[config.mk]
export PLATFORM = sky130hd
export DESIGN_NAME = aabb_frustum_classifier_flat
export DESIGN_NICKNAME = d
export VERILOG_FILES = /design/src/rtl/core/aff_pkg.sv /design/src/rtl/core/aff_channels.sv /design/src/rtl/core/aabb_frustum_classifier.sv /design/src/rtl/core/aff_plane_store.sv /design/src/rtl/core/aff_mac_unit.sv /design/src/rtl/core/aff_sequencer.sv /design/src/flat_wrapper.sv
export VERILOG_INCLUDE_DIRS = /design/src /design/src/rtl/core
export SDC_FILE = /design/constraint.sdc
export NUM_CORES = 2
export LEC_CHECK = 0
export ABC_AREA = 1
export BUFFER_PORTS_ARGS = -buffer_cell sky130_fd_sc_hd__buf_4
export CAP_MARGIN = 20
export CORE_MARGIN = 2
export CORE_UTILIZATION = 50
export DETAILED_ROUTE_END_ITERATION = 10
export PLACE_DENSITY = 0.77
export SETUP_SLACK_MARGIN = 0.3
export SYNTH_ARGS = -nofsm -noshare
export SYNTH_HDL_FRONTEND = slang
export SYNTH_SLANG_ARGS = --single-unit
[constraint.sdc]
create_clock -name i_clk -period 12.65 [get_ports i_clk]
set_input_delay 2.53 -clock i_clk [delete_from_list [all_inputs] [get_ports i_clk]]
set_output_delay 2.53 -clock i_clk [all_outputs]
set_load 0.05 [all_outputs]
[src/rtl/core/aabb_frustum_classifier_assert.svh]
// ----------------------------------------------------------------------------
// Assertion macros for the frustum classifier
// Shared concurrent assertion forms used by the top-level RTL file of the block.
// ----------------------------------------------------------------------------
`ifndef AABB_FRUSTUM_CLASSIFIER_ASSERT_SVH
`define AABB_FRUSTUM_CLASSIFIER_ASSERT_SVH

// Same-cycle implication, disabled while reset is asserted.
`define AFF_ASSERT_IMP(label, clk, rst_n, ante, cons, msg) \
    label: assert property (@(posedge clk) disable iff (!rst_n) (ante) |-> (cons)) \
        else $error(msg);

// Next-cycle implication, disabled while reset is asserted.
`define AFF_ASSERT_NEXT(label, clk, rst_n, ante, cons, msg) \
    label: assert property (@(posedge clk) disable iff (!rst_n) (ante) |=> (cons)) \
        else $error(msg);

`endif

[src/rtl/core/aff_pkg.sv]
// ----------------------------------------------------------------------------
// aff_pkg
// Types and constants shared by the frustum classifier modules.
// ----------------------------------------------------------------------------
`timescale 1ns / 1ps

package aff_pkg;

    // Item kinds carried in the action field.
    localparam logic ACT_LOAD = 1'b0;
    localparam logic ACT_TEST = 1'b1;

    // Axis step codes of the multiply-accumulate sequence.
    localparam logic [1:0] AXIS_X     = 2'd0;
    localparam logic [1:0] AXIS_Y     = 2'd1;
    localparam logic [1:0] AXIS_Z     = 2'd2;
    localparam logic [1:0] AXIS_DRAIN = 2'd3;

    // Datapath widths. 2m and 2n carry 30 fraction bits.
    localparam int PROD_M_W = 49;
    localparam int PROD_N_W = 48;
    localparam int ACC_M_W  = 53;
    localparam int ACC_N_W  = 52;
    localparam int CMP_W    = 55;
    localparam int D_SHIFT  = 15;

    typedef enum logic [1:0] {
        VIS_INSIDE    = 2'd0,
        VIS_INTERSECT = 2'd1,
        VIS_OUTSIDE   = 2'd2
    } t_vis;

    typedef enum logic [1:0] {
        S_IDLE,
        S_MAC,
        S_CMP,
        S_DONE
    } t_seq_state;

    typedef struct packed {
        logic signed [15:0] a;
        logic signed [15:0] b;
        logic signed [15:0] c;
        logic signed [31:0] d;
    } t_plane;

    typedef struct packed {
        logic signed [31:0] min_x;
        logic signed [31:0] min_y;
        logic signed [31:0] min_z;
        logic signed [31:0] max_x;
        logic signed [31:0] max_y;
        logic signed [31:0] max_z;
    } t_box;

    typedef struct packed {
        logic       load_box;
        logic       init;
        logic       mul_en;
        logic       acc_en;
        logic [1:0] axis;
    } t_mac_ctrl;

    typedef struct packed {
        logic far_neg;
        logic near_neg;
    } t_mac_stat;

    typedef struct packed {
        logic load;
        t_vis vis;
    } t_seq_result;

endpackage

[src/rtl/core/aff_channels.sv]
// ----------------------------------------------------------------------------
// Frustum classifier channels
// Valid/ready interfaces for the item input and the result output.
// ----------------------------------------------------------------------------
`timescale 1ns / 1ps

interface aff_in_if;
    logic               valid;
    logic               ready;
    logic               action;
    logic        [2:0]  plane_index;
    logic signed [15:0] plane_a;
    logic signed [15:0] plane_b;
    logic signed [15:0] plane_c;
    logic signed [31:0] plane_d;
    logic signed [31:0] box_min_x;
    logic signed [31:0] box_min_y;
    logic signed [31:0] box_min_z;
    logic signed [31:0] box_max_x;
    logic signed [31:0] box_max_y;
    logic signed [31:0] box_max_z;

    modport source (
        output valid, action, plane_index, plane_a, plane_b, plane_c, plane_d,
               box_min_x, box_min_y, box_min_z, box_max_x, box_max_y, box_max_z,
        input  ready
    );
    modport sink (
        input  valid, action, plane_index, plane_a, plane_b, plane_c, plane_d,
               box_min_x, box_min_y, box_min_z, box_max_x, box_max_y, box_max_z,
        output ready
    );
endinterface

interface aff_out_if;
    logic       valid;
    logic       ready;
    logic [1:0] visibility;

    modport source (output valid, visibility, input ready);
    modport sink   (input valid, visibility, output ready);
endinterface

[src/rtl/core/aabb_frustum_classifier.sv]
// ----------------------------------------------------------------------------
// aabb_frustum_classifier
// A test box is classified plane by plane; a load item is written into the
// plane store at its transfer. No new item is taken until the verdict of a
// box test is in the result register, since the single multiply-accumulate
// unit takes each plane through the x, y, z and drain steps and a compare.
// Reset: synchronous, active low; all planes return to zero and the result
// register empties.
// ----------------------------------------------------------------------------
`timescale 1ns / 1ps

`include "aabb_frustum_classifier_assert.svh"

module aabb_frustum_classifier import aff_pkg::*; #(
    parameter int NUM_PLANES = 6
) (
    input  logic          i_clk,
    input  logic          i_rst_n,
    aff_in_if.sink        i_in,
    aff_out_if.source     o_out
);

    localparam int IDX_W = (NUM_PLANES > 1) ? $clog2(NUM_PLANES) : 1;

    // A transfer on the input is either a plane load, which is written into
    // the plane store in the same cycle, or a box test, which starts the
    // sequencer. The input is ready only while the sequencer is idle.
    logic             w_in_fire;
    logic             w_load_fire;
    logic             w_test_fire;
    logic             w_out_free;
    t_plane           w_wr_plane;
    t_plane           w_rd_plane;
    t_box             w_box;
    t_mac_ctrl        w_ctrl;
    t_mac_stat        w_stat;
    t_seq_result      w_result;
    logic [IDX_W-1:0] w_rd_idx;
    logic             w_ready;

    logic             r_out_valid;
    logic [1:0]       r_out_vis;

    assign w_in_fire   = i_in.valid && w_ready;
    assign w_load_fire = w_in_fire && (i_in.action == ACT_LOAD);
    assign w_test_fire = w_in_fire && (i_in.action == ACT_TEST);

    assign w_wr_plane.a = i_in.plane_a;
    assign w_wr_plane.b = i_in.plane_b;
    assign w_wr_plane.c = i_in.plane_c;
    assign w_wr_plane.d = i_in.plane_d;

    assign w_box.min_x = i_in.box_min_x;
    assign w_box.min_y = i_in.box_min_y;
    assign w_box.min_z = i_in.box_min_z;
    assign w_box.max_x = i_in.box_max_x;
    assign w_box.max_y = i_in.box_max_y;
    assign w_box.max_z = i_in.box_max_z;

    aff_plane_store #(
        .NUM_PLANES (NUM_PLANES),
        .IDX_W      (IDX_W)
    ) u_plane_store (
        .i_clk      (i_clk),
        .i_rst_n    (i_rst_n),
        .i_wr_en    (w_load_fire),
        .i_wr_idx   (i_in.plane_index),
        .i_wr_plane (w_wr_plane),
        .i_rd_idx   (w_rd_idx),
        .o_rd_plane (w_rd_plane)
    );

    // The shared unit computes 2m and 2n for the plane the sequencer selects,
    // one axis per cycle, and reports the signs of 2m + 2n and 2m - 2n.
    aff_mac_unit u_mac_unit (
        .i_clk   (i_clk),
        .i_ctrl  (w_ctrl),
        .i_box   (w_box),
        .i_plane (w_rd_plane),
        .o_stat  (w_stat)
    );

    aff_sequencer #(
        .NUM_PLANES (NUM_PLANES),
        .IDX_W      (IDX_W)
    ) u_sequencer (
        .i_clk        (i_clk),
        .i_rst_n      (i_rst_n),
        .i_test_start (w_test_fire),
        .i_stat       (w_stat),
        .i_out_free   (w_out_free),
        .o_ready      (w_ready),
        .o_ctrl       (w_ctrl),
        .o_rd_idx     (w_rd_idx),
        .o_result     (w_result)
    );

    // The result register separates the two sides: loads and further tests
    // are accepted while a finished verdict waits for its transfer.
    assign w_out_free = !r_out_valid || o_out.ready;

    always_ff @(posedge i_clk) begin
        if (!i_rst_n) begin
            r_out_valid <= 1'b0;
        end else if (w_result.load) begin
            r_out_valid <= 1'b1;
        end else if (o_out.ready) begin
            r_out_valid <= 1'b0;
        end
    end

    always_ff @(posedge i_clk) begin
        if (w_result.load) begin
            r_out_vis <= w_result.vis;
        end
    end

    assign i_in.ready       = w_ready;
    assign o_out.valid      = r_out_valid;
    assign o_out.visibility = r_out_vis;

    // A box test keeps the input closed on the following cycle.
    `AFF_ASSERT_NEXT(a_test_blocks_input, i_clk, i_rst_n, w_test_fire, !i_in.ready, "input ready right after a box test transfer")
    // A verdict is written only into an empty or draining result register.
    `AFF_ASSERT_IMP(a_result_no_overwrite, i_clk, i_rst_n, w_result.load, !r_out_valid || o_out.ready, "result register overwritten before transfer")
    // A written verdict is presented on the next cycle.
    `AFF_ASSERT_NEXT(a_result_presented, i_clk, i_rst_n, w_result.load, o_out.valid && (o_out.visibility == $past(w_result.vis)), "written verdict not presented")

endmodule

[src/rtl/core/aff_plane_store.sv]
// ----------------------------------------------------------------------------
// aff_plane_store
// Register file holding the frustum planes, cleared to zero by reset.
// ----------------------------------------------------------------------------
`timescale 1ns / 1ps

module aff_plane_store import aff_pkg::*; #(
    parameter int NUM_PLANES = 6,
    parameter int IDX_W      = 3
) (
    input  logic             i_clk,
    input  logic             i_rst_n,
    input  logic             i_wr_en,
    input  logic [2:0]       i_wr_idx,
    input  t_plane           i_wr_plane,
    input  logic [IDX_W-1:0] i_rd_idx,
    output t_plane           o_rd_plane
);

    t_plane r_planes [NUM_PLANES];

    // Indexes at or above the plane count match no entry and are dropped.
    always_ff @(posedge i_clk) begin
        for (int i = 0; i < NUM_PLANES; i++) begin
            if (!i_rst_n) begin
                r_planes[i] <= '0;
            end else if (i_wr_en && (int'(i_wr_idx) == i)) begin
                r_planes[i] <= i_wr_plane;
            end
        end
    end

    assign o_rd_plane = r_planes[i_rd_idx];

endmodule

[src/rtl/core/aff_mac_unit.sv]
// ----------------------------------------------------------------------------
// aff_mac_unit
// Shared multiply-accumulate unit forming 2m and 2n one axis at a time.
// ----------------------------------------------------------------------------
`timescale 1ns / 1ps

module aff_mac_unit import aff_pkg::*; (
    input  logic      i_clk,
    input  t_mac_ctrl i_ctrl,
    input  t_box      i_box,
    input  t_plane    i_plane,
    output t_mac_stat o_stat
);

    t_box                       r_box;
    logic signed [PROD_M_W-1:0] r_prod_m;
    logic        [PROD_N_W-1:0] r_prod_n;
    logic        [ACC_M_W-1:0]  r_acc_m;
    logic        [ACC_N_W-1:0]  r_acc_n;

    logic signed [31:0]         w_lo;
    logic signed [31:0]         w_hi;
    logic signed [15:0]         w_p;
    logic signed [32:0]         w_sum;
    logic        [32:0]         w_diff;
    logic        [32:0]         w_diff_abs;
    logic        [15:0]         w_p_abs;
    logic signed [PROD_M_W-1:0] n_prod_m;
    logic        [PROD_N_W-1:0] n_prod_n;
    logic        [CMP_W-1:0]    w_m_ext;
    logic        [CMP_W-1:0]    w_n_ext;
    logic        [CMP_W-1:0]    w_far;
    logic        [CMP_W-1:0]    w_near;

    always_comb begin
        case (i_ctrl.axis)
            AXIS_Y: begin
                w_lo = r_box.min_y;
                w_hi = r_box.max_y;
                w_p  = i_plane.b;
            end
            AXIS_Z: begin
                w_lo = r_box.min_z;
                w_hi = r_box.max_z;
                w_p  = i_plane.c;
            end
            default: begin
                w_lo = r_box.min_x;
                w_hi = r_box.max_x;
                w_p  = i_plane.a;
            end
        endcase
    end

    // The absolute difference of two 32-bit values always fits 32 bits.
    assign w_sum      = {w_lo[31], w_lo} + {w_hi[31], w_hi};
    assign w_diff     = {w_hi[31], w_hi} - {w_lo[31], w_lo};
    assign w_diff_abs = w_diff[32] ? (33'd0 - w_diff) : w_diff;
    assign w_p_abs    = w_p[15] ? (16'd0 - w_p) : w_p;
    assign n_prod_m   = w_sum * w_p;
    assign n_prod_n   = w_diff_abs[31:0] * w_p_abs;

    always_ff @(posedge i_clk) begin
        if (i_ctrl.load_box) begin
            r_box <= i_box;
        end
        if (i_ctrl.mul_en) begin
            r_prod_m <= n_prod_m;
            r_prod_n <= n_prod_n;
        end
        if (i_ctrl.init) begin
            r_acc_m <= {{(ACC_M_W - 32 - D_SHIFT){i_plane.d[31]}}, i_plane.d, D_SHIFT'(0)};
            r_acc_n <= '0;
        end else if (i_ctrl.acc_en) begin
            r_acc_m <= r_acc_m + {{(ACC_M_W - PROD_M_W){r_prod_m[PROD_M_W-1]}}, r_prod_m};
            r_acc_n <= r_acc_n + {{(ACC_N_W - PROD_N_W){1'b0}}, r_prod_n};
        end
    end

    assign w_m_ext = {{(CMP_W - ACC_M_W){r_acc_m[ACC_M_W-1]}}, r_acc_m};
    assign w_n_ext = {{(CMP_W - ACC_N_W){1'b0}}, r_acc_n};
    assign w_far   = w_m_ext + w_n_ext;
    assign w_near  = w_m_ext - w_n_ext;

    assign o_stat.far_neg  = w_far[CMP_W-1];
    assign o_stat.near_neg = w_near[CMP_W-1];

endmodule

[src/rtl/core/aff_sequencer.sv]
// ----------------------------------------------------------------------------
// aff_sequencer
// Walks planes and axes through the shared unit and folds the plane verdicts.
// ----------------------------------------------------------------------------
`timescale 1ns / 1ps

module aff_sequencer import aff_pkg::*; #(
    parameter int NUM_PLANES = 6,
    parameter int IDX_W      = 3
) (
    input  logic             i_clk,
    input  logic             i_rst_n,
    input  logic             i_test_start,
    input  t_mac_stat        i_stat,
    input  logic             i_out_free,
    output logic             o_ready,
    output t_mac_ctrl        o_ctrl,
    output logic [IDX_W-1:0] o_rd_idx,
    output t_seq_result      o_result
);

    t_seq_state       r_state;
    t_seq_state       n_state;
    logic [1:0]       r_axis;
    logic [1:0]       n_axis;
    logic [IDX_W-1:0] r_plane;
    logic [IDX_W-1:0] n_plane;
    logic             r_outside;
    logic             n_outside;
    logic             r_crossing;
    logic             n_crossing;
    logic             w_last_plane;

    assign w_last_plane = (r_plane == IDX_W'(NUM_PLANES - 1));

    always_comb begin
        n_state    = r_state;
        n_axis     = r_axis;
        n_plane    = r_plane;
        n_outside  = r_outside;
        n_crossing = r_crossing;
        case (r_state)
            S_IDLE: begin
                if (i_test_start) begin
                    n_state    = S_MAC;
                    n_axis     = AXIS_X;
                    n_plane    = '0;
                    n_outside  = 1'b0;
                    n_crossing = 1'b0;
                end
            end
            S_MAC: begin
                if (r_axis == AXIS_DRAIN) begin
                    n_state = S_CMP;
                end else begin
                    n_axis = r_axis + 2'd1;
                end
            end
            S_CMP: begin
                if (i_stat.far_neg) begin
                    n_outside = 1'b1;
                end else if (i_stat.near_neg) begin
                    n_crossing = 1'b1;
                end
                if (w_last_plane) begin
                    n_state = S_DONE;
                end else begin
                    n_state = S_MAC;
                    n_axis  = AXIS_X;
                    n_plane = r_plane + IDX_W'(1);
                end
            end
            S_DONE: begin
                if (i_out_free) begin
                    n_state = S_IDLE;
                end
            end
            default: begin
                n_state = S_IDLE;
            end
        endcase
    end

    always_comb begin
        o_ready         = 1'b0;
        o_ctrl          = '0;
        o_ctrl.axis     = r_axis;
        o_result.load   = 1'b0;
        o_result.vis    = VIS_INSIDE;
        case (r_state)
            S_IDLE: begin
                o_ready         = 1'b1;
                o_ctrl.load_box = i_test_start;
            end
            S_MAC: begin
                o_ctrl.init   = (r_axis == AXIS_X);
                o_ctrl.acc_en = (r_axis != AXIS_X);
                o_ctrl.mul_en = (r_axis != AXIS_DRAIN);
            end
            S_DONE: begin
                o_result.load = i_out_free;
                if (r_outside) begin
                    o_result.vis = VIS_OUTSIDE;
                end else if (r_crossing) begin
                    o_result.vis = VIS_INTERSECT;
                end
            end
            default: begin
                o_ready = 1'b0;
            end
        endcase
    end

    assign o_rd_idx = r_plane;

    always_ff @(posedge i_clk) begin
        if (!i_rst_n) begin
            r_state    <= S_IDLE;
            r_axis     <= AXIS_X;
            r_plane    <= '0;
            r_outside  <= 1'b0;
            r_crossing <= 1'b0;
        end else begin
            r_state    <= n_state;
            r_axis     <= n_axis;
            r_plane    <= n_plane;
            r_outside  <= n_outside;
            r_crossing <= n_crossing;
        end
    end

endmodule

[src/flat_wrapper.sv]
// flat-port wrapper written by rule: the top's interface ports become plain ports
module aabb_frustum_classifier_flat import aff_pkg::*;
#(
    parameter int NUM_PLANES = 6
)
  (i_clk, i_rst_n, i_in_valid, i_in_action, i_in_plane_index, i_in_plane_a, i_in_plane_b, i_in_plane_c, i_in_plane_d, i_in_box_min_x, i_in_box_min_y, i_in_box_min_z, i_in_box_max_x, i_in_box_max_y, i_in_box_max_z, i_in_ready, o_out_valid, o_out_visibility, o_out_ready);
  aff_in_if i_in_i ();
  aff_out_if o_out_i ();
  input  logic i_clk;
  input  logic i_rst_n;
  input wire logic [$bits(i_in_i.valid)-1:0] i_in_valid;
  input wire logic [$bits(i_in_i.action)-1:0] i_in_action;
  input wire logic [$bits(i_in_i.plane_index)-1:0] i_in_plane_index;
  input wire logic [$bits(i_in_i.plane_a)-1:0] i_in_plane_a;
  input wire logic [$bits(i_in_i.plane_b)-1:0] i_in_plane_b;
  input wire logic [$bits(i_in_i.plane_c)-1:0] i_in_plane_c;
  input wire logic [$bits(i_in_i.plane_d)-1:0] i_in_plane_d;
  input wire logic [$bits(i_in_i.box_min_x)-1:0] i_in_box_min_x;
  input wire logic [$bits(i_in_i.box_min_y)-1:0] i_in_box_min_y;
  input wire logic [$bits(i_in_i.box_min_z)-1:0] i_in_box_min_z;
  input wire logic [$bits(i_in_i.box_max_x)-1:0] i_in_box_max_x;
  input wire logic [$bits(i_in_i.box_max_y)-1:0] i_in_box_max_y;
  input wire logic [$bits(i_in_i.box_max_z)-1:0] i_in_box_max_z;
  output wire logic [$bits(i_in_i.ready)-1:0] i_in_ready;
  output wire logic [$bits(o_out_i.valid)-1:0] o_out_valid;
  output wire logic [$bits(o_out_i.visibility)-1:0] o_out_visibility;
  input wire logic [$bits(o_out_i.ready)-1:0] o_out_ready;
  assign i_in_i.valid = i_in_valid;
  assign i_in_i.action = i_in_action;
  assign i_in_i.plane_index = i_in_plane_index;
  assign i_in_i.plane_a = i_in_plane_a;
  assign i_in_i.plane_b = i_in_plane_b;
  assign i_in_i.plane_c = i_in_plane_c;
  assign i_in_i.plane_d = i_in_plane_d;
  assign i_in_i.box_min_x = i_in_box_min_x;
  assign i_in_i.box_min_y = i_in_box_min_y;
  assign i_in_i.box_min_z = i_in_box_min_z;
  assign i_in_i.box_max_x = i_in_box_max_x;
  assign i_in_i.box_max_y = i_in_box_max_y;
  assign i_in_i.box_max_z = i_in_box_max_z;
  assign i_in_ready = i_in_i.ready;
  assign o_out_valid = o_out_i.valid;
  assign o_out_visibility = o_out_i.visibility;
  assign o_out_i.ready = o_out_ready;
  aabb_frustum_classifier #(.NUM_PLANES(NUM_PLANES)) u_core (.i_clk(i_clk), .i_rst_n(i_rst_n), .i_in(i_in_i), .o_out(o_out_i));
endmodule
==> out/metrics.cfg <==
[critical_path]
crit_top_cell=nand2_1
cp_slowest_stage_delay_ps=740
worstSetupPathType=reg -> reg
end_kind=flip-flop
reg2reg_from=u_core.u_sequencer.r_axis[0]
path_max_fanout=40
cp_data_required_time_ps=13130
start_kind=flip-flop
crit_arrival_ps=12500
crit_start=u_core.u_sequencer.r_axis[0]
worst_path_max_delay_cell=xor2_2

[timing]
skew_ps=70.4
max_slew_margin=0.244
fmax_mhz=83.2
finalSetupViolations=0
grt_setup_unrepaired=false
maxSlewViolCount=0
fin_crit_ps=12020
worstMarginPinSlew_ps=1130
hold_violations=0
min_period_over_period=0.950
setup_tns_ps=0

[layout]
drive_above_1_share=0.0751
layout_common_cells=inv_1 (1734), nand2_1 (1577), nor2_1 (1518)
seq_area_um2=25900
diodes=0
final_nets=11659
syn_to_final_growth_pct=8.61
layout_commonest_cell=inv_1
multi_input_area_um2=50300
n_fill_cell=14965

[placement]
port-buffer-count=283
gp_congestion=1.03
detailed_place_hpwl_um=202000

[logic_synthesis]
yosys_warnings=0
syn_area_um2=84500
synth.avg_cell_area_um2=8.58
syn_nets=11556
synth.yosys.seq_area_share=0.306
synth_edf_count=808
ys_seq_elements=888
ys_types=75
async_flop_share=0
synthCells=9844
synth_ff_type=edfxtp_1

[clock_tree]
numCtsBuffers=92
cts.sinks=888
hold_buffers=0
root_buffer=clkbuf_16
htreeDepth=3
clockBufferDepth=3
clock_latency_ps=750
ctsResizeCount=0
clk_pin_slew_ps=60
cts_setup_buffers=0
cts_tree=done

[global_routing]
grt_use_total=0.306
overflow=0
busiest_layer=met2
use_met3=0.0563
grt_max_degree=188
grt_pass1_vias=70830
grt_pass1_wl_um=408000
grt_use_met2=0.485
gr-usage-met1=0.404
antenna_found_initial=3

[floorplan]
die_y_um=415
initial_core_util=0.504
core_um2=167000
rows=150
io_pins=284
dieWidth_um=415
die_area_um2=172000

[detailed_routing]
drtIter0Drc=8008
wl_um=267000
via_count=70372
antenna_left=0
via_per_inst=5.76
wl_per_cell_um=21.8
drtPass1Iterations=6
route.detailed.drc=0

[status]
status=finished, final reports clean

[worst_hold_path]
min_from=u_core.u_sequencer.r_crossing
hold_class=reg -> reg

[flow_run]
max_cap_viol_count=0

## cells by family (layout without fill, tap and decap cells)
family,after synthesis,count (layout),share of synthesized area
AO/OA/AOI/OAI,1374,1374,0.0940
AND/OR/NAND/NOR,3799,3799,0.184
flip-flops,888,888,0.306
buffers and inverters,2161,2334,0.101
adder cells (fa/ha/maj),1432,1432,0.294
XOR/XNOR,190,190,0.0212
## worst max-delay path, delay by kind of cell (launching register included)
kind                     cells  cell delay (ps)
buffers and inverters        8             1280
AND/OR/NAND/NOR             18             3070
AO/OA/AOI/OAI                4             1110
XOR/XNOR                     2             1170
adder cells (fa/ha/maj)      9             4670
flip-flops                   1              410
## routing by layer
| layer | share of wire | vias up |
|---|---|---|
| met3 | 0.10 | 769 |
| met5 | 0 | - |
| met1 | 0.39 | 34195 |
| met2 | 0.46 | 3903 |
| met4 | 0.056 | 0 |
| li1 | - | 31505 |
## state kept, by name, summed over array words and instances (netlist names), named ones only
name,count
u_core.u_mac_unit.r_prod_n,47
u_core.u_sequencer.r_state,2
u_core.u_sequencer.r_axis,2
u_core.u_plane_store.r_planes,480
u_core.o_out.valid,1
u_core.u_sequencer.o_rd_idx,3
u_core.u_mac_unit.r_prod_m,49
u_core.u_sequencer.r_crossing,1
u_core.u_mac_unit.r_acc_n,52
u_core.o_out.visibility,2
u_core.u_sequencer.r_outside,1
u_core.u_mac_unit.r_box,192
u_core.u_mac_unit.r_acc_m,53
## per-stage QoR
step	hold WS (ps)	setup WS (ps)	std cells	utilization	cell area [um2]
global placement	458	866	12052	0.528	88500
detailed placement	464	724	12052	0.528	88500
finish	476	630	12221	0.548	91700
CTS	473	760	12216	0.547	91600
floorplan	445	3290	9844	-	84500
global route	511	360	12221	0.548	91700
## cells in the mapped netlist (all sizes together), types with 6 or more instances
library cell,instances,area [um2]
a211oi,10,75.1
a21boi,10,75.1
a21o,26,195
a21oi,410,2070
a221o,62,621
a221oi,8,70.1
a31oi,59,369
and3,6,37.5
buf,161,975
clkbuf,211,795
clkinv,7,26.3
dfxtp,80,1600
edfxtp,808,24300
fa,922,18500
ha,510,6380
inv,1782,6700
nand2,1616,6170
nand3,411,2080
nand3b,9,71.3
nand4,55,359
nor2,1539,5850
nor3,67,367
nor4,22,138
o211ai,45,343
o21a,27,204
o21ai,593,2980
o21bai,31,233
o221ai,15,131
o22ai,50,319
o31ai,8,60.1
or2,69,432
xnor2,50,457
xor2,140,1330
## area by class of cell
cell class / instances / area share
Clock buffer: 109 / 0.0263
Clock inverter: 55 / 0.00802
Multi-Input combinational cell: 6795 / 0.548
Sequential cell: 888 / 0.282
Inverter: 1789 / 0.0734
Timing Repair Buffer: 381 / 0.0320
Tap cell: 2204 / 0.0301
## final timing paths
kind / to / slack (ps) / cells past startpoint
setup / recovery: u_core.u_mac_unit.r_prod_n[29] / 630 / 41
hold / removal: u_core.u_sequencer.r_crossing / 480 / 2
setup reg to reg: u_core.u_mac_unit.r_prod_n[29] / 630 / 41
hold reg to reg: u_core.u_sequencer.r_crossing / 480 / 2
Power is left out: the tool's default activity adds up to more than one toggle a clock period on the data nets, which glitch-free logic cannot reach.
